<file path="src/rtl/bfcl_pkg.sv">
// ----------------------------------------------------------------------------
// bfcl_pkg: shared types and constants of the clamped box filter
// Field widths, register codes, state encodings and status structs.
// ----------------------------------------------------------------------------
`default_nettype none

package bfcl_pkg;

  localparam int unsigned SAMPLE_W   = 16;
  localparam int unsigned POS_W      = 12;
  localparam int unsigned LEN_REG_W  = 13;
  localparam int unsigned RAD_REG_W  = 6;
  localparam int unsigned SPAN_W     = RAD_REG_W + 1;
  localparam int unsigned SUM_W      = SAMPLE_W + SPAN_W;
  localparam int unsigned RING_DEPTH = 128;
  localparam int unsigned RING_AW    = $clog2(RING_DEPTH);

  // reciprocal of the window width: m = ceil(2^RECIP_K / (2r+1))
  localparam int unsigned RECIP_K     = SUM_W + SPAN_W;
  localparam int unsigned RECIP_W     = RECIP_K - 1;
  localparam int unsigned RECIP_CNT_W = $clog2(RECIP_K);
  localparam int unsigned PROD_W      = SUM_W + RECIP_W;

  localparam int unsigned FIFO_DEPTH = 4;

  localparam int unsigned DEF_MAX_LINE    = 4096;
  localparam int unsigned DEF_MAX_RADIUS  = 63;
  localparam int unsigned DEF_SAMPLE_BITS = 16;

  localparam int unsigned APB_AW      = 3;
  localparam int unsigned APB_DW      = 32;
  localparam int unsigned CFG_IDX_LSB = 2;

  localparam logic [LEN_REG_W-1:0] LEN_RESET = 13'd1920;
  localparam logic [RAD_REG_W-1:0] RAD_RESET = 6'd1;

  typedef enum logic [0:0] {
    REG_LINE_LENGTH = 1'b0,
    REG_BOX_RADIUS  = 1'b1
  } cfg_reg_e;

  typedef enum logic [0:0] {
    ISS_STREAM = 1'b0,
    ISS_DRAIN  = 1'b1
  } iss_state_e;

  typedef enum logic [0:0] {
    RC_IDLE = 1'b0,
    RC_RUN  = 1'b1
  } rc_state_e;

  typedef struct packed {
    logic               busy;
    logic [RECIP_W-1:0] m;
  } recip_t;

  typedef struct packed {
    logic valid;
    logic full;
  } fifo_stat_t;

endpackage

`default_nettype wire

</file>
<file path="src/rtl/bfcl_ram.sv">
// ----------------------------------------------------------------------------
// bfcl_ram: generic simple dual-port RAM
// One write port, one read port with registered read data.
// ----------------------------------------------------------------------------
`default_nettype none

module bfcl_ram #(
  parameter int unsigned WIDTH = 16,
  parameter int unsigned DEPTH = 128
) (
  input  wire logic                     clk_i,
  input  wire logic                     we_i,
  input  wire logic [$clog2(DEPTH)-1:0] waddr_i,
  input  wire logic [WIDTH-1:0]         wdata_i,
  input  wire logic                     re_i,
  input  wire logic [$clog2(DEPTH)-1:0] raddr_i,
  output logic      [WIDTH-1:0]         rdata_o
);

  logic [WIDTH-1:0] mem_q [DEPTH];
  logic [WIDTH-1:0] rdata_q;

  always_ff @(posedge clk_i) begin
    if (we_i) begin
      mem_q[waddr_i] <= wdata_i;
    end
    if (re_i) begin
      rdata_q <= mem_q[raddr_i];
    end
  end

  assign rdata_o = rdata_q;

endmodule

`default_nettype wire

</file>
<file path="src/rtl/bfcl_fifo.sv">
// ----------------------------------------------------------------------------
// bfcl_fifo: short queue between front end and back end
// Register FIFO of classified samples; push and pop may share a cycle.
// ----------------------------------------------------------------------------
`default_nettype none

module bfcl_fifo #(
  parameter int unsigned WIDTH = 8,
  parameter int unsigned DEPTH = 4
) (
  input  wire logic                   clk_i,
  input  wire logic                   rst_ni,
  input  wire logic                   push_i,
  input  wire logic [WIDTH-1:0]       data_i,
  input  wire logic                   pop_i,
  output logic      [WIDTH-1:0]       data_o,
  output bfcl_pkg::fifo_stat_t        stat_o
);

  import bfcl_pkg::*;

  localparam int unsigned AW = (DEPTH > 1) ? $clog2(DEPTH) : 1;
  localparam int unsigned CW = $clog2(DEPTH + 1);

  logic [WIDTH-1:0] slot_q [DEPTH];
  logic [AW-1:0]    wptr_q, wptr_d;
  logic [AW-1:0]    rptr_q, rptr_d;
  logic [CW-1:0]    cnt_q, cnt_d;

  always_comb begin
    wptr_d = wptr_q;
    rptr_d = rptr_q;
    cnt_d  = cnt_q;
    if (push_i) begin
      wptr_d = (wptr_q == AW'(DEPTH - 1)) ? '0 : wptr_q + AW'(1);
    end
    if (pop_i) begin
      rptr_d = (rptr_q == AW'(DEPTH - 1)) ? '0 : rptr_q + AW'(1);
    end
    case ({push_i, pop_i})
      2'b10:   cnt_d = cnt_q + CW'(1);
      2'b01:   cnt_d = cnt_q - CW'(1);
      default: cnt_d = cnt_q;
    endcase
  end

  always_ff @(posedge clk_i or negedge rst_ni) begin
    if (!rst_ni) begin
      wptr_q <= '0;
      rptr_q <= '0;
      cnt_q  <= '0;
    end else begin
      wptr_q <= wptr_d;
      rptr_q <= rptr_d;
      cnt_q  <= cnt_d;
    end
  end

  always_ff @(posedge clk_i) begin
    if (push_i) begin
      slot_q[wptr_q] <= data_i;
    end
  end

  assign data_o       = slot_q[rptr_q];
  assign stat_o.valid = (cnt_q != '0);
  assign stat_o.full  = (cnt_q == CW'(DEPTH));

endmodule

`default_nettype wire

</file>
<file path="src/rtl/bfcl_front.sv">
// ----------------------------------------------------------------------------
// bfcl_front: input side of the clamped box filter
// Accepts samples, numbers them within the line and flags the line end.
// ----------------------------------------------------------------------------
`default_nettype none

module bfcl_front #(
  parameter int unsigned MAX_LINE    = bfcl_pkg::DEF_MAX_LINE,
  parameter int unsigned SAMPLE_BITS = bfcl_pkg::DEF_SAMPLE_BITS
) (
  input  wire logic                                 clk_i,
  input  wire logic                                 rst_ni,
  input  wire logic                                 in_valid_i,
  output logic                                      in_stall_o,
  input  wire logic [bfcl_pkg::SAMPLE_W-1:0]        sample_i,
  input  wire logic                                 line_end_i,
  input  wire logic [bfcl_pkg::LEN_REG_W-1:0]       len_reg_i,
  input  wire logic                                 clear_i,
  input  wire logic                                 hold_i,
  input  wire logic                                 fifo_full_i,
  output logic                                      push_o,
  output logic [bfcl_pkg::SAMPLE_W+$clog2(MAX_LINE):0] entry_o
);

  import bfcl_pkg::*;

  localparam int unsigned IDX_W = $clog2(MAX_LINE);
  localparam int unsigned CMP_W = (IDX_W + 1 > LEN_REG_W) ? IDX_W + 1 : LEN_REG_W;
  localparam logic [SAMPLE_W-1:0] SampleMask =
    (SAMPLE_BITS >= SAMPLE_W) ? '1 : SAMPLE_W'((64'd1 << SAMPLE_BITS) - 64'd1);

  logic [IDX_W-1:0] in_count_q, in_count_d;
  logic [CMP_W-1:0] len_ext, len_eff, next_cnt;
  logic             accept, ends;

  always_comb begin
    len_ext = CMP_W'(len_reg_i);
    if (len_ext == '0) begin
      len_eff = CMP_W'(1);
    end else if (len_ext > CMP_W'(MAX_LINE)) begin
      len_eff = CMP_W'(MAX_LINE);
    end else begin
      len_eff = len_ext;
    end
    next_cnt = CMP_W'(in_count_q) + CMP_W'(1);
    ends     = line_end_i || (next_cnt >= len_eff);
  end

  assign in_stall_o = fifo_full_i || hold_i;
  assign accept     = in_valid_i && !in_stall_o;

  always_comb begin
    in_count_d = in_count_q;
    if (clear_i) begin
      in_count_d = '0;
    end else if (accept) begin
      in_count_d = ends ? '0 : in_count_q + IDX_W'(1);
    end
  end

  always_ff @(posedge clk_i or negedge rst_ni) begin
    if (!rst_ni) begin
      in_count_q <= '0;
    end else begin
      in_count_q <= in_count_d;
    end
  end

  assign push_o  = accept;
  assign entry_o = {sample_i & SampleMask, in_count_q, ends};

endmodule

`default_nettype wire

</file>
<file path="src/rtl/bfcl_recip.sv">
// ----------------------------------------------------------------------------
// bfcl_recip: window reciprocal unit
// Restoring divider, one quotient bit per cycle, giving ceil(2^K / (2r+1)).
// ----------------------------------------------------------------------------
`default_nettype none

module bfcl_recip (
  input  wire logic                           clk_i,
  input  wire logic                           rst_ni,
  input  wire logic                           start_i,
  input  wire logic [bfcl_pkg::RAD_REG_W-1:0] r_i,
  output bfcl_pkg::recip_t                    recip_o
);

  import bfcl_pkg::*;

  rc_state_e              state_q, state_d;
  logic [RECIP_CNT_W-1:0] cnt_q, cnt_d;
  logic [SPAN_W-1:0]      rem_q, rem_d;
  logic [RECIP_K-1:0]     quo_q, quo_d;
  logic [RECIP_W-1:0]     m_q;
  logic [SPAN_W-1:0]      width;
  logic [SPAN_W:0]        trial;
  logic                   ge;
  logic [SPAN_W-1:0]      rem_next;
  logic [RECIP_K-1:0]     quo_next;
  logic                   last;

  assign width    = {r_i, 1'b1};
  assign trial    = {rem_q, 1'b1};
  assign ge       = trial >= {1'b0, width};
  assign rem_next = ge ? SPAN_W'(trial - {1'b0, width}) : SPAN_W'(trial);
  assign quo_next = {quo_q[RECIP_K-2:0], ge};
  assign last     = (cnt_q == RECIP_CNT_W'(RECIP_K - 1));

  always_comb begin
    state_d = state_q;
    case (state_q)
      RC_IDLE: if (start_i) state_d = RC_RUN;
      RC_RUN:  if (!start_i && last) state_d = RC_IDLE;
      default: state_d = RC_RUN;
    endcase
  end

  always_comb begin
    cnt_d = cnt_q;
    rem_d = rem_q;
    quo_d = quo_q;
    if (start_i) begin
      cnt_d = '0;
      rem_d = '0;
      quo_d = '0;
    end else if (state_q == RC_RUN) begin
      cnt_d = cnt_q + RECIP_CNT_W'(1);
      rem_d = rem_next;
      quo_d = quo_next;
    end
  end

  always_ff @(posedge clk_i or negedge rst_ni) begin
    if (!rst_ni) begin
      state_q <= RC_RUN;
      cnt_q   <= '0;
      rem_q   <= '0;
      quo_q   <= '0;
    end else begin
      state_q <= state_d;
      cnt_q   <= cnt_d;
      rem_q   <= rem_d;
      quo_q   <= quo_d;
    end
  end

  always_ff @(posedge clk_i) begin
    if (state_q == RC_RUN && last && !start_i) begin
      m_q <= RECIP_W'(quo_next + RECIP_K'(1));
    end
  end

  assign recip_o.busy = (state_q == RC_RUN);
  assign recip_o.m    = m_q;

endmodule

`default_nettype wire

</file>
<file path="src/rtl/bfcl_back.sv">
// ----------------------------------------------------------------------------
// bfcl_back: execution side of the clamped box filter
// Issues stream and drain steps, keeps the running sum and window ring,
// divides by the window width through a reciprocal multiply.
// ----------------------------------------------------------------------------
`default_nettype none

module bfcl_back #(
  parameter int unsigned MAX_LINE = bfcl_pkg::DEF_MAX_LINE
) (
  input  wire logic                                    clk_i,
  input  wire logic                                    rst_ni,
  input  wire logic [bfcl_pkg::SAMPLE_W+$clog2(MAX_LINE):0] entry_i,
  input  bfcl_pkg::fifo_stat_t                         fifo_stat_i,
  output logic                                         pop_o,
  input  wire logic [bfcl_pkg::RAD_REG_W-1:0]          r_i,
  input  bfcl_pkg::recip_t                             recip_i,
  input  wire logic                                    out_stall_i,
  output logic                                         out_valid_o,
  output logic [bfcl_pkg::SAMPLE_W-1:0]                filtered_o,
  output logic [bfcl_pkg::POS_W-1:0]                   position_o,
  output logic                                         run_last_o,
  output logic                                         line_done_o
);

  import bfcl_pkg::*;

  localparam int unsigned IDX_W = $clog2(MAX_LINE);
  localparam int unsigned JW    = $clog2(MAX_LINE + RING_DEPTH);

  logic [SAMPLE_W-1:0] e_sample;
  logic [IDX_W-1:0]    e_idx;
  logic                e_ends;

  assign {e_sample, e_idx, e_ends} = entry_i;

  logic              en;
  logic [SPAN_W-1:0] span;
  logic              out_valid_q;

  assign en   = !out_valid_q || !out_stall_i;
  assign span = {r_i, 1'b1};

  // issue sequencer
  iss_state_e           state_q, state_d;
  logic [JW-1:0]        drain_j_q, drain_j_d;
  logic [RAD_REG_W-1:0] drain_cnt_q, drain_cnt_d;
  logic [SAMPLE_W-1:0]  last_q, last_d;

  logic                iss_valid, iss_main, iss_first, iss_ends, iss_last_drain;
  logic [JW-1:0]       iss_j;
  logic [SAMPLE_W-1:0] iss_add;
  logic                iss_fire, iss_emit, iss_use_ring, iss_run_last;
  logic [POS_W-1:0]    iss_pos;

  always_comb begin
    iss_valid      = 1'b0;
    iss_main       = 1'b0;
    iss_first      = 1'b0;
    iss_ends       = 1'b0;
    iss_last_drain = 1'b0;
    iss_j          = drain_j_q;
    iss_add        = last_q;
    case (state_q)
      ISS_STREAM: begin
        iss_valid = fifo_stat_i.valid;
        iss_main  = 1'b1;
        iss_j     = JW'(e_idx);
        iss_add   = e_sample;
        iss_first = (e_idx == '0);
        iss_ends  = e_ends;
      end
      ISS_DRAIN: begin
        iss_valid      = 1'b1;
        iss_last_drain = (drain_cnt_q == RAD_REG_W'(1));
      end
      default: ;
    endcase
  end

  assign iss_fire     = en && iss_valid;
  assign pop_o        = iss_fire && iss_main;
  assign iss_emit     = iss_j >= JW'(r_i);
  assign iss_use_ring = iss_j >= JW'(span);
  assign iss_pos      = POS_W'(iss_j - JW'(r_i));
  assign iss_run_last = (iss_main && !iss_ends) || iss_last_drain;

  always_comb begin
    state_d = state_q;
    case (state_q)
      ISS_STREAM: if (iss_fire && iss_ends) state_d = ISS_DRAIN;
      ISS_DRAIN:  if (iss_fire && iss_last_drain) state_d = ISS_STREAM;
      default:    state_d = ISS_STREAM;
    endcase
  end

  always_comb begin
    drain_j_d   = drain_j_q;
    drain_cnt_d = drain_cnt_q;
    last_d      = last_q;
    if (iss_fire) begin
      if (iss_main) begin
        drain_j_d   = iss_j + JW'(1);
        drain_cnt_d = r_i;
        last_d      = e_sample;
      end else begin
        drain_j_d   = drain_j_q + JW'(1);
        drain_cnt_d = drain_cnt_q - RAD_REG_W'(1);
      end
    end
  end

  // window ring
  logic [SAMPLE_W-1:0] ring_rdata;

  bfcl_ram #(
    .WIDTH (SAMPLE_W),
    .DEPTH (RING_DEPTH)
  ) u_ring (
    .clk_i   (clk_i),
    .we_i    (iss_fire && iss_main),
    .waddr_i (iss_j[RING_AW-1:0]),
    .wdata_i (iss_add),
    .re_i    (iss_fire),
    .raddr_i (RING_AW'(iss_j - JW'(span))),
    .rdata_o (ring_rdata)
  );

  // sum stage
  logic                a_valid_q, a_first_q, a_use_ring_q, a_emit_q;
  logic                a_run_last_q, a_line_done_q;
  logic [SAMPLE_W-1:0] a_add_q;
  logic [POS_W-1:0]    a_pos_q;
  logic [SAMPLE_W-1:0] first_q;
  logic [SUM_W-1:0]    sum_q, sum_d;
  logic [SAMPLE_W-1:0] leaving;

  assign leaving = a_use_ring_q ? ring_rdata : first_q;

  always_comb begin
    if (a_first_q) begin
      sum_d = SUM_W'(span) * SUM_W'(a_add_q);
    end else begin
      sum_d = sum_q - SUM_W'(leaving) + SUM_W'(a_add_q);
    end
  end

  // divide stage
  logic                b_valid_q, b_run_last_q, b_line_done_q;
  logic [POS_W-1:0]    b_pos_q;
  logic [SUM_W-1:0]    dividend;
  logic [PROD_W-1:0]   prod;

  assign dividend = sum_q + SUM_W'(r_i);
  assign prod     = PROD_W'(dividend) * PROD_W'(recip_i.m);

  // output register
  logic [SAMPLE_W-1:0] filtered_q;
  logic [POS_W-1:0]    position_q;
  logic                run_last_q, line_done_q;

  always_ff @(posedge clk_i or negedge rst_ni) begin
    if (!rst_ni) begin
      state_q     <= ISS_STREAM;
      drain_j_q   <= '0;
      drain_cnt_q <= '0;
      a_valid_q   <= 1'b0;
      b_valid_q   <= 1'b0;
      out_valid_q <= 1'b0;
      sum_q       <= '0;
      first_q     <= '0;
    end else begin
      state_q     <= state_d;
      drain_j_q   <= drain_j_d;
      drain_cnt_q <= drain_cnt_d;
      if (en) begin
        a_valid_q   <= iss_fire;
        b_valid_q   <= a_valid_q && a_emit_q;
        out_valid_q <= b_valid_q;
        if (a_valid_q) begin
          sum_q <= sum_d;
          if (a_first_q) begin
            first_q <= a_add_q;
          end
        end
      end
    end
  end

  always_ff @(posedge clk_i) begin
    last_q <= last_d;
    if (en) begin
      a_first_q     <= iss_first;
      a_use_ring_q  <= iss_use_ring;
      a_emit_q      <= iss_emit;
      a_add_q       <= iss_add;
      a_pos_q       <= iss_pos;
      a_run_last_q  <= iss_run_last;
      a_line_done_q <= iss_last_drain;
      b_pos_q       <= a_pos_q;
      b_run_last_q  <= a_run_last_q;
      b_line_done_q <= a_line_done_q;
      filtered_q    <= prod[RECIP_K +: SAMPLE_W];
      position_q    <= b_pos_q;
      run_last_q    <= b_run_last_q;
      line_done_q   <= b_line_done_q;
    end
  end

  assign out_valid_o = out_valid_q;
  assign filtered_o  = filtered_q;
  assign position_o  = position_q;
  assign run_last_o  = run_last_q;
  assign line_done_o = line_done_q;

endmodule

`default_nettype wire

</file>
<file path="src/rtl/box_filter_clamped_line_core.sv">
// ----------------------------------------------------------------------------
// box_filter_clamped_line_core: streaming clamp-to-edge box filter, one line
// Throughput: one sample per cycle unless input or output stalls; a line end
// adds r drain steps, since stream and drain steps share the single issue
// slot of the back end. Reset: registers return to line length 1920, window
// radius 1; input stalls after reset and after each radius write while the
// reciprocal divider runs.
// ----------------------------------------------------------------------------
`default_nettype none

module box_filter_clamped_line_core #(
  parameter int unsigned MAX_LINE    = bfcl_pkg::DEF_MAX_LINE,
  parameter int unsigned MAX_RADIUS  = bfcl_pkg::DEF_MAX_RADIUS,
  parameter int unsigned SAMPLE_BITS = bfcl_pkg::DEF_SAMPLE_BITS
) (
  input  wire logic                          clk_i,
  input  wire logic                          rst_ni,
  input  wire logic                          psel,
  input  wire logic                          penable,
  input  wire logic                          pwrite,
  input  wire logic [bfcl_pkg::APB_AW-1:0]   paddr,
  input  wire logic [bfcl_pkg::APB_DW-1:0]   pwdata,
  output logic      [bfcl_pkg::APB_DW-1:0]   prdata,
  output logic                               pready,
  input  wire logic                          in_valid_i,
  output logic                               in_stall_o,
  input  wire logic [bfcl_pkg::SAMPLE_W-1:0] sample_i,
  input  wire logic                          line_end_i,
  output logic                               out_valid_o,
  input  wire logic                          out_stall_i,
  output logic      [bfcl_pkg::SAMPLE_W-1:0] filtered_o,
  output logic      [bfcl_pkg::POS_W-1:0]    position_o,
  output logic                               run_last_o,
  output logic                               line_done_o
);

  import bfcl_pkg::*;

  localparam int unsigned ENTRY_W = SAMPLE_W + $clog2(MAX_LINE) + 1;

  // configuration registers
  logic [LEN_REG_W-1:0] len_q, len_d;
  logic [RAD_REG_W-1:0] rad_q, rad_d;
  logic [RAD_REG_W-1:0] r_eff;
  logic                 cfg_wr, rad_wr;
  cfg_reg_e             cfg_idx;

  assign pready  = 1'b1;
  assign cfg_wr  = psel && penable && pwrite && pready;
  assign cfg_idx = cfg_reg_e'(paddr[CFG_IDX_LSB]);

  always_comb begin
    len_d  = len_q;
    rad_d  = rad_q;
    rad_wr = 1'b0;
    if (cfg_wr) begin
      case (cfg_idx)
        REG_LINE_LENGTH: len_d = pwdata[LEN_REG_W-1:0];
        REG_BOX_RADIUS: begin
          rad_d  = pwdata[RAD_REG_W-1:0];
          rad_wr = 1'b1;
        end
        default: ;
      endcase
    end
  end

  always_comb begin
    case (cfg_idx)
      REG_LINE_LENGTH: prdata = APB_DW'(len_q);
      REG_BOX_RADIUS:  prdata = APB_DW'(rad_q);
      default:         prdata = '0;
    endcase
  end

  always_ff @(posedge clk_i or negedge rst_ni) begin
    if (!rst_ni) begin
      len_q <= LEN_RESET;
      rad_q <= RAD_RESET;
    end else begin
      len_q <= len_d;
      rad_q <= rad_d;
    end
  end

  always_comb begin
    if (rad_q == '0) begin
      r_eff = RAD_REG_W'(1);
    end else if (rad_q > RAD_REG_W'(MAX_RADIUS)) begin
      r_eff = RAD_REG_W'(MAX_RADIUS);
    end else begin
      r_eff = rad_q;
    end
  end

  // datapath
  recip_t             recip_st;
  fifo_stat_t         fifo_stat;
  logic               push, pop;
  logic [ENTRY_W-1:0] push_entry, head_entry;

  bfcl_recip u_recip (
    .clk_i   (clk_i),
    .rst_ni  (rst_ni),
    .start_i (rad_wr),
    .r_i     (r_eff),
    .recip_o (recip_st)
  );

  bfcl_front #(
    .MAX_LINE    (MAX_LINE),
    .SAMPLE_BITS (SAMPLE_BITS)
  ) u_front (
    .clk_i       (clk_i),
    .rst_ni      (rst_ni),
    .in_valid_i  (in_valid_i),
    .in_stall_o  (in_stall_o),
    .sample_i    (sample_i),
    .line_end_i  (line_end_i),
    .len_reg_i   (len_q),
    .clear_i     (cfg_wr),
    .hold_i      (recip_st.busy),
    .fifo_full_i (fifo_stat.full),
    .push_o      (push),
    .entry_o     (push_entry)
  );

  bfcl_fifo #(
    .WIDTH (ENTRY_W),
    .DEPTH (FIFO_DEPTH)
  ) u_fifo (
    .clk_i  (clk_i),
    .rst_ni (rst_ni),
    .push_i (push),
    .data_i (push_entry),
    .pop_i  (pop),
    .data_o (head_entry),
    .stat_o (fifo_stat)
  );

  bfcl_back #(
    .MAX_LINE (MAX_LINE)
  ) u_back (
    .clk_i       (clk_i),
    .rst_ni      (rst_ni),
    .entry_i     (head_entry),
    .fifo_stat_i (fifo_stat),
    .pop_o       (pop),
    .r_i         (r_eff),
    .recip_i     (recip_st),
    .out_stall_i (out_stall_i),
    .out_valid_o (out_valid_o),
    .filtered_o  (filtered_o),
    .position_o  (position_o),
    .run_last_o  (run_last_o),
    .line_done_o (line_done_o)
  );

`ifndef NO_ASSERTIONS
  assert property (@(posedge clk_i) disable iff (!rst_ni)
    recip_st.busy |-> in_stall_o)
    else $error("input taken while reciprocal is being computed");

  assert property (@(posedge clk_i) disable iff (!rst_ni)
    cfg_wr && (cfg_idx == REG_BOX_RADIUS) |=> recip_st.busy)
    else $error("radius write did not restart reciprocal unit");

  assert property (@(posedge clk_i) disable iff (!rst_ni)
    out_valid_o && line_done_o |-> run_last_o)
    else $error("line end result not marked as last of its step");
`endif

endmodule

`default_nettype wire
</file>
<file path="config.mk">
export PLATFORM = sky130hd
export DESIGN_NAME = box_filter_clamped_line_core
export DESIGN_NICKNAME = d
export VERILOG_FILES = /design/src/rtl/bfcl_pkg.sv /design/src/rtl/bfcl_ram.sv /design/src/rtl/bfcl_fifo.sv /design/src/rtl/bfcl_front.sv /design/src/rtl/bfcl_recip.sv /design/src/rtl/bfcl_back.sv /design/src/rtl/box_filter_clamped_line_core.sv
export SDC_FILE = /design/constraint.sdc
export NUM_CORES = 2
export LEC_CHECK = 0
export BUFFER_PORTS_ARGS = -buffer_cell sky130_fd_sc_hd__buf_2
export CAP_MARGIN = 20
export CORE_MARGIN = 5
export CORE_UTILIZATION = 50
export CTS_BUF_LIST = sky130_fd_sc_hd__clkbuf_16
export DETAILED_ROUTE_END_ITERATION = 16
export PLACE_DENSITY = 0.71
export SLEW_MARGIN = 15
export SYNTH_ARGS = -nofsm -noshare
export SYNTH_HDL_FRONTEND = slang
export SYNTH_SLANG_ARGS = --single-unit
</file>
<file path="constraint.sdc">
create_clock -name clk_i -period 26.1 [get_ports clk_i]
set_clock_uncertainty 0.2 [all_clocks]
set_input_delay 3.915 -clock clk_i [delete_from_list [all_inputs] [get_ports clk_i]]
set_output_delay 3.915 -clock clk_i [all_outputs]
set_load 0.03 [all_outputs]
</file>
**Yosys cells after proc, flatten, opt, wreduce, memory -nomap -nowiden**

Memories as Yosys holds them, arrays and structs flattened. A register that Yosys moved wholly into a read port is not among the register bits.
Index checks and enable logic that the tools add are counted.

- Register bits: 263
- Memory bits (writable): 2164
- Input port bits: 59
- Word-level logic and storage cells: 143
- Memories: 2

- Add/subtract/negate cells: 17
- Multiply operators: 2
- Order comparisons: 6
- Eq/ne operators: 7
- Mux-type cells: 40
- Bitwise operators: 3
- Reduce and logical (&&, ||, !) cells: 32

Memory list:

| memory | depth | bits a word | read ports | clocked after memory_dff | wr ports | RTL line | source |
|---|---|---|---|---|---|---|---|
| u_back.u_ring.mem_q | 128 | 16 | 1 | 1 | 1 | bfcl_ram.sv:20 | `logic [WIDTH-1:0] mem_q [DEPTH];` |
| u_fifo.slot_q | 4 | 29 | 1 | 0 | 1 | bfcl_fifo.sv:25 | `logic [WIDTH-1:0] slot_q [DEPTH];` |

Operators by type and width:

| operator | number |
|---|---|
| $pmux W32 S2 | 1 |
| $mux W28 | 2 |
| $mux W13 | 4 |
| $mul A23 B29 Y46 | 1 |
| $mux W12 | 3 |
| $mux W16 | 2 |
| $add A29 B1 Y29 const B | 1 |
| $add A13 B1 Y13 const B | 2 |
| $add A23 B16 Y23 | 1 |
| $add A23 B6 Y23 | 1 |
| $mul A7 B16 Y23 | 1 |
| $mux W23 | 1 |
| $sub A23 B16 Y23 | 1 |
| $mux W7 | 3 |
| $mux W6 | 3 |
| $sub A7 B7 Y7 | 2 |
| $add A12 B1 Y13 const B | 1 |
| $ge A13 B13 Y1 | 1 |
| $ge A13 B6 Y1 | 1 |
| $ge A13 B7 Y1 | 1 |
| $gt A13 B13 Y1 const B | 1 |
| $logic_not A13 Y1 | 1 |
| $mux W1 | 13 |
| $add A12 B1 Y12 const B | 1 |
| other kinds (27) | 58 |

**Logic depth before layout (Yosys ltp)**

- Depth in word-level cells: 8
- Gate-level depth with buffers: 41
- Mapped depth without buffers: 37

**By module**

From an unflattened synthesis, not the netlist that was laid out.

- Cell total of the unflattened synthesis: 7263
- Area total of the unflattened synthesis: 120797.1 µm²

Modules (own cells, without submodules):

| module | instances | cells an instance | area each (µm²) | sequential area each (µm²) |
|---|---|---|---|---|
| bfcl_ram | 1 | 3086 | 78683.0 | 61979.4 |
| bfcl_back | 1 | 3449 | 31670.4 | 4344.2 |
| bfcl_fifo | 1 | 186 | 4595.7 | 3658.5 |
| bfcl_recip | 1 | 314 | 3484.6 | 1898.1 |
| bfcl_front | 1 | 141 | 1253.7 | 300.3 |
| box_filter_clamped_line_core | 1 | 87 | 1109.8 | 481.7 |

**Worst setup path before layout**

OpenSTA, ideal clock, no wires.

- Kind: reg2reg
- From: register rad_q[1]
- To: register u_back.filtered_q[14] (netlist: u_back.filtered_o[14]) (data pin)
- Setup time: 0.271 ns
- Data arrival time: 9.049 ns
- Required time: 25.629 ns
- Path slack: 16.580 ns
- Stages on the path, launching flop included: 39
- Path buffers: 4
- Clock period less this slack: 9.520 ns
- Cell sequence: dfrtp_1 clkbuf_1 nor3_1 a31o_2 clkbuf_1 ha_1 inv_1 fa_1 nor2b_1 a22oi_1 a21oi_1 nor2_1 or3_1 xnor2_1 clkbuf_1 clkbuf_1 nand2_1 fa_1 [... 3 more ...] fa_1 inv_1 fa_1 fa_1 fa_1 inv_1 fa_1 inv_1 ha_1 a21o_1 a21o_1 a21oi_1 o21ai_0 nor3_1 a21oi_1 and4_1 a2111oi_0 xnor2_1

- Longest elaborated chain between the ends: 5
- Elaborated cells on any way between the ends: 6

RTL lines:

| item | RTL line | source |
|---|---|---|
| start: declaration | box_filter_clamped_line_core.sv:43 | `logic [RAD_REG_W-1:0] rad_q, rad_d;` |
| start signal: assignment | box_filter_clamped_line_core.sv:82 | `rad_q <= rad_d;` |
| $gt A6 B6 Y1 | box_filter_clamped_line_core.sv:89 | `end else if (rad_q > RAD_REG_W'(MAX_RADIUS)) begin` |
| $mux W6 | box_filter_clamped_line_core.sv:89 |  |
| $mux W6 * | box_filter_clamped_line_core.sv:87 | `if (rad_q == '0) begin` |
| $add A23 B6 Y23 * | bfcl_back.sv:154 | `assign dividend = sum_q + SUM_W'(r_i);` |
| $mul A23 B29 Y46 * | bfcl_back.sv:155 | `assign prod = PROD_W'(dividend) * PROD_W'(recip_i.m);` |
| via u_back.prod[44] | bfcl_back.sv:152 | `logic [PROD_W-1:0] prod;` |
| end signal: assignment | bfcl_back.sv:203 | `filtered_q <= prod[RECIP_K +: SAMPLE_W];` |
| end: declaration | bfcl_back.sv:158 | `logic [SAMPLE_W-1:0] filtered_q;` |

The timed path passes the listed nets; every way through them passes the cells marked *.
A chain may end at the register's enable or synchronous reset.

**Final worst setup path**

- From: register rad_q[5]
- To: register u_back.filtered_q[15] (netlist: u_back.filtered_o[15]) (data pin)

The elaborated chain is that of the path after synthesis.

==> impl_results.md <==
- Clock buffer depth: 3
- Drt total wl: 296000 um
- # fillers: 18600
- Die ar.: 252000 um2
- Synthesis Warnings: 0
- #FFs+latches synth: 2443
- Io pins: 124
- Final setup TNS: 0 ns
- Required @ worst endpoint: 26.49 ns
- CP max FO: 29
- Worst reg2reg startpoint: rad_q[5]
- FMAX: 0.0909 GHz
- CTS buffer count: 229
- Iter 0 DRT Violations: 6970
- Seq. cell area: 72700 um2
- Hold path endpoint: u_back.run_last_o
- First-pass GRT wire length: 448000 um
- Cell count after synthesis: 8180
- Hold crit path type: reg2reg
- Clock Latency Late Sink: 0.90 ns
- H-tree Lvls: 4
- Critical path arrival: 11.39 ns
- Hold_buf cts: 0
- Drt pass-1 iters: 6
- Syn Area/Cell: 14.8 um2
- Fraction of the cycle the final worst path needs: 42.2%
- Crit path kind: reg2reg
- FF-to-FF End: u_back.filtered_o[15]
- DRC viols: 0
- Pin count of the biggest net entering global routing: 137
- Slowest-stage cell, CP: dfrtp_1
- Slew margin rel.: 22.4%
- WL/cell: 25.4 um
- Vias per std cell: 5.95
- CTS tree: built
- Startpoint types: flip-flop
- Final Hold Fails: 0
- # setup viols final: 0
- Max Slew Vio Count: 0
- Initial core utilization: 50.2%
- Total number of vias: 69500
- Crit end category: flip-flop
- Final net count: 9245
- Placer Congestion: 0.864
- Core area: 241000 um2
- Commonest non-fill, non-tap cells in the layout: edfxtp_1, nand2_1, inv_1, fa_1, mux2i_1
- Total Routing Usage GR: 23.5%
- Status: completed
- FP Rows: 180
- Chip Height: 502 um
- R2R depth: 36
- Synth cell types: 75
- Most common cell after layout, fill and taps aside: edfxtp_1
- # Post-CTS Setup Buffers: 0
- Sequential share of the synthesized area: 60.1%
- Hold path cells: 0
- Clk sinks: 2443
- CP max stage delay: 0.70 ns
- GRT overflow: 0
- Crit path time final: 11.01 ns
- Vias in the first global route: 72800
- Post_cts resized: 0
- Unrepaired setup endpoints after global routing: no
- Root Buffer: clkbuf_16
- Number of max-cap violations: 0
- Hold_sp: u_back.b_run_last_q
- Hpwl dp: 178000 um
- Area of the multi-input gates: 43300 um2
- Fraction of layout cells with a size suffix above 1: 12.8%
- EDFF count, synth: 2302
- Dominant synthesized flop cell: edfxtp_1
- Die width: 502 um
- Area growth from synthesis to layout: 10.0%
- I/O Buffers: 82
- Initial antenna violation count: 6
- Reg-to-reg slack, setup: 15.09 ns
- Number of routed nets with antenna violations: 0
- Clk slew on worst S/H paths: 0.06 ns
- Synth Cell Area: 121000 um2
- Slew @ Worst Pin: 1.16 ns
- Async set or reset register ratio after synthesis: 5.77%
==> metal layers <==
metal	global-route usage [%]	vias up	wire, um
li1	-	29700	-
met1	30.6	35800	112000
met2	39.0	3253	144000
met3	4.56	668	25700
met4	9.88	0	13700
met5	0	-	0
==> flip-flops by register name, indices dropped and copies added, names as in the netlist, 16 cells and up <==
name / cells
u_back.filtered_o: 16
u_recip.quo_q: 28
u_back.u_ring.mem_q: 2048
u_back.u_ring.rdata_o: 16
u_back.a_add_q: 16
u_fifo.slot_q: 116
u_back.last_q: 16
u_back.first_q: 16
u_recip.m_q: 29
u_back.sum_q: 23
==> critical path, delay by kind of cell (launching register included) <==
kind / cells / cell delay, ns
buf+inv: 9 / 1.35
xor+xnor: 2 / 0.24
fa+ha+maj: 10 / 4.74
flops: 1 / 0.70
simple gates: 10 / 2.18
compound gates: 5 / 1.37
==> logic make-up (layout without fill, tap and decap cells) <==
| group | after synthesis | after routing | synth area share, % |
|---|---|---|---|
| AOI/OAI and AO/OA | 898 | 898 | 5.36 |
| xor gates and xnor gates | 159 | 159 | 1.15 |
| adders and majority gates | 901 | 901 | 13.3 |
| buffers and inverters | 1261 | 1552 | 4.45 |
| DFF | 2443 | 2443 | 60.1 |
| muxes | 767 | 767 | 9.36 |
| other | 2 | 23 | 0.00621 |
| and+or+nand+nor | 1749 | 1749 | 6.31 |
==> metrics by stage <==
step	instance area, um2	setup WS, ns	util [%]	std cells	hold WS [ns]
after detailed placement	125000	15.08	52.0	11200	0.205
after global placement	125000	15.23	52.0	11200	0.202
final	133000	15.09	55.3	11700	0.140
after global routing	133000	14.58	55.3	11700	0.135
after floorplan	121000	16.58	-	8198	0.200
after CTS	133000	15.13	55.3	11700	0.128
==> synth_stat cells, types with 33 or more instances <==
library cell	n	area (um2)
a21o_1	63	473
a21oi_1	83	415
a221oi_1	160	1400
a22oi_1	36	270
a32oi_1	128	1120
and2_1	215	1350
buf_4	60	450
clkbuf_1	324	1220
dfrtp_1	135	3380
edfxtp_1	2302	69100
fa_1	640	12800
ha_1	261	3270
inv_1	793	2980
mux2_2	55	619
mux2i_1	426	4260
mux4_2	284	6400
nand2_1	919	3450
nand2b_1	41	257
nand3_1	41	205
nor2_1	384	1440
nor2b_1	33	206
o21ai_0	216	1080
o221ai_1	35	307
o22ai_1	54	338
xnor2_1	110	963
xor2_1	49	429
==> how the worst max path moves through the flow <==
stage               startpoint                     to  slack [ns]  cells after the start
floorplan             rad_q[1]  u_back.filtered_o[14]       16.58                     38
global placement      rad_q[5]  u_back.filtered_o[15]       15.23                     36
detailed placement    rad_q[5]  u_back.filtered_o[15]       15.08                     36
CTS                   rad_q[5]  u_back.filtered_o[15]       15.13                     35
global route          rad_q[5]  u_back.filtered_o[15]       14.58                     35
finish                rad_q[5]  u_back.filtered_o[15]       15.09                     36
==> final cells by class <==
type	instances	area share [%]
repair buffers	321	1.78
multi-input cells	4494	32.5
clock inverters	206	1.52
well taps	3185	2.99
flip-flops and latches	2443	54.6
diodes	3	0.00564
clock buffers	229	4.31
inverters	796	2.25
Power is not shown: default switching activity piles up to over one toggle a cycle in this logic, so the estimate is an artifact.
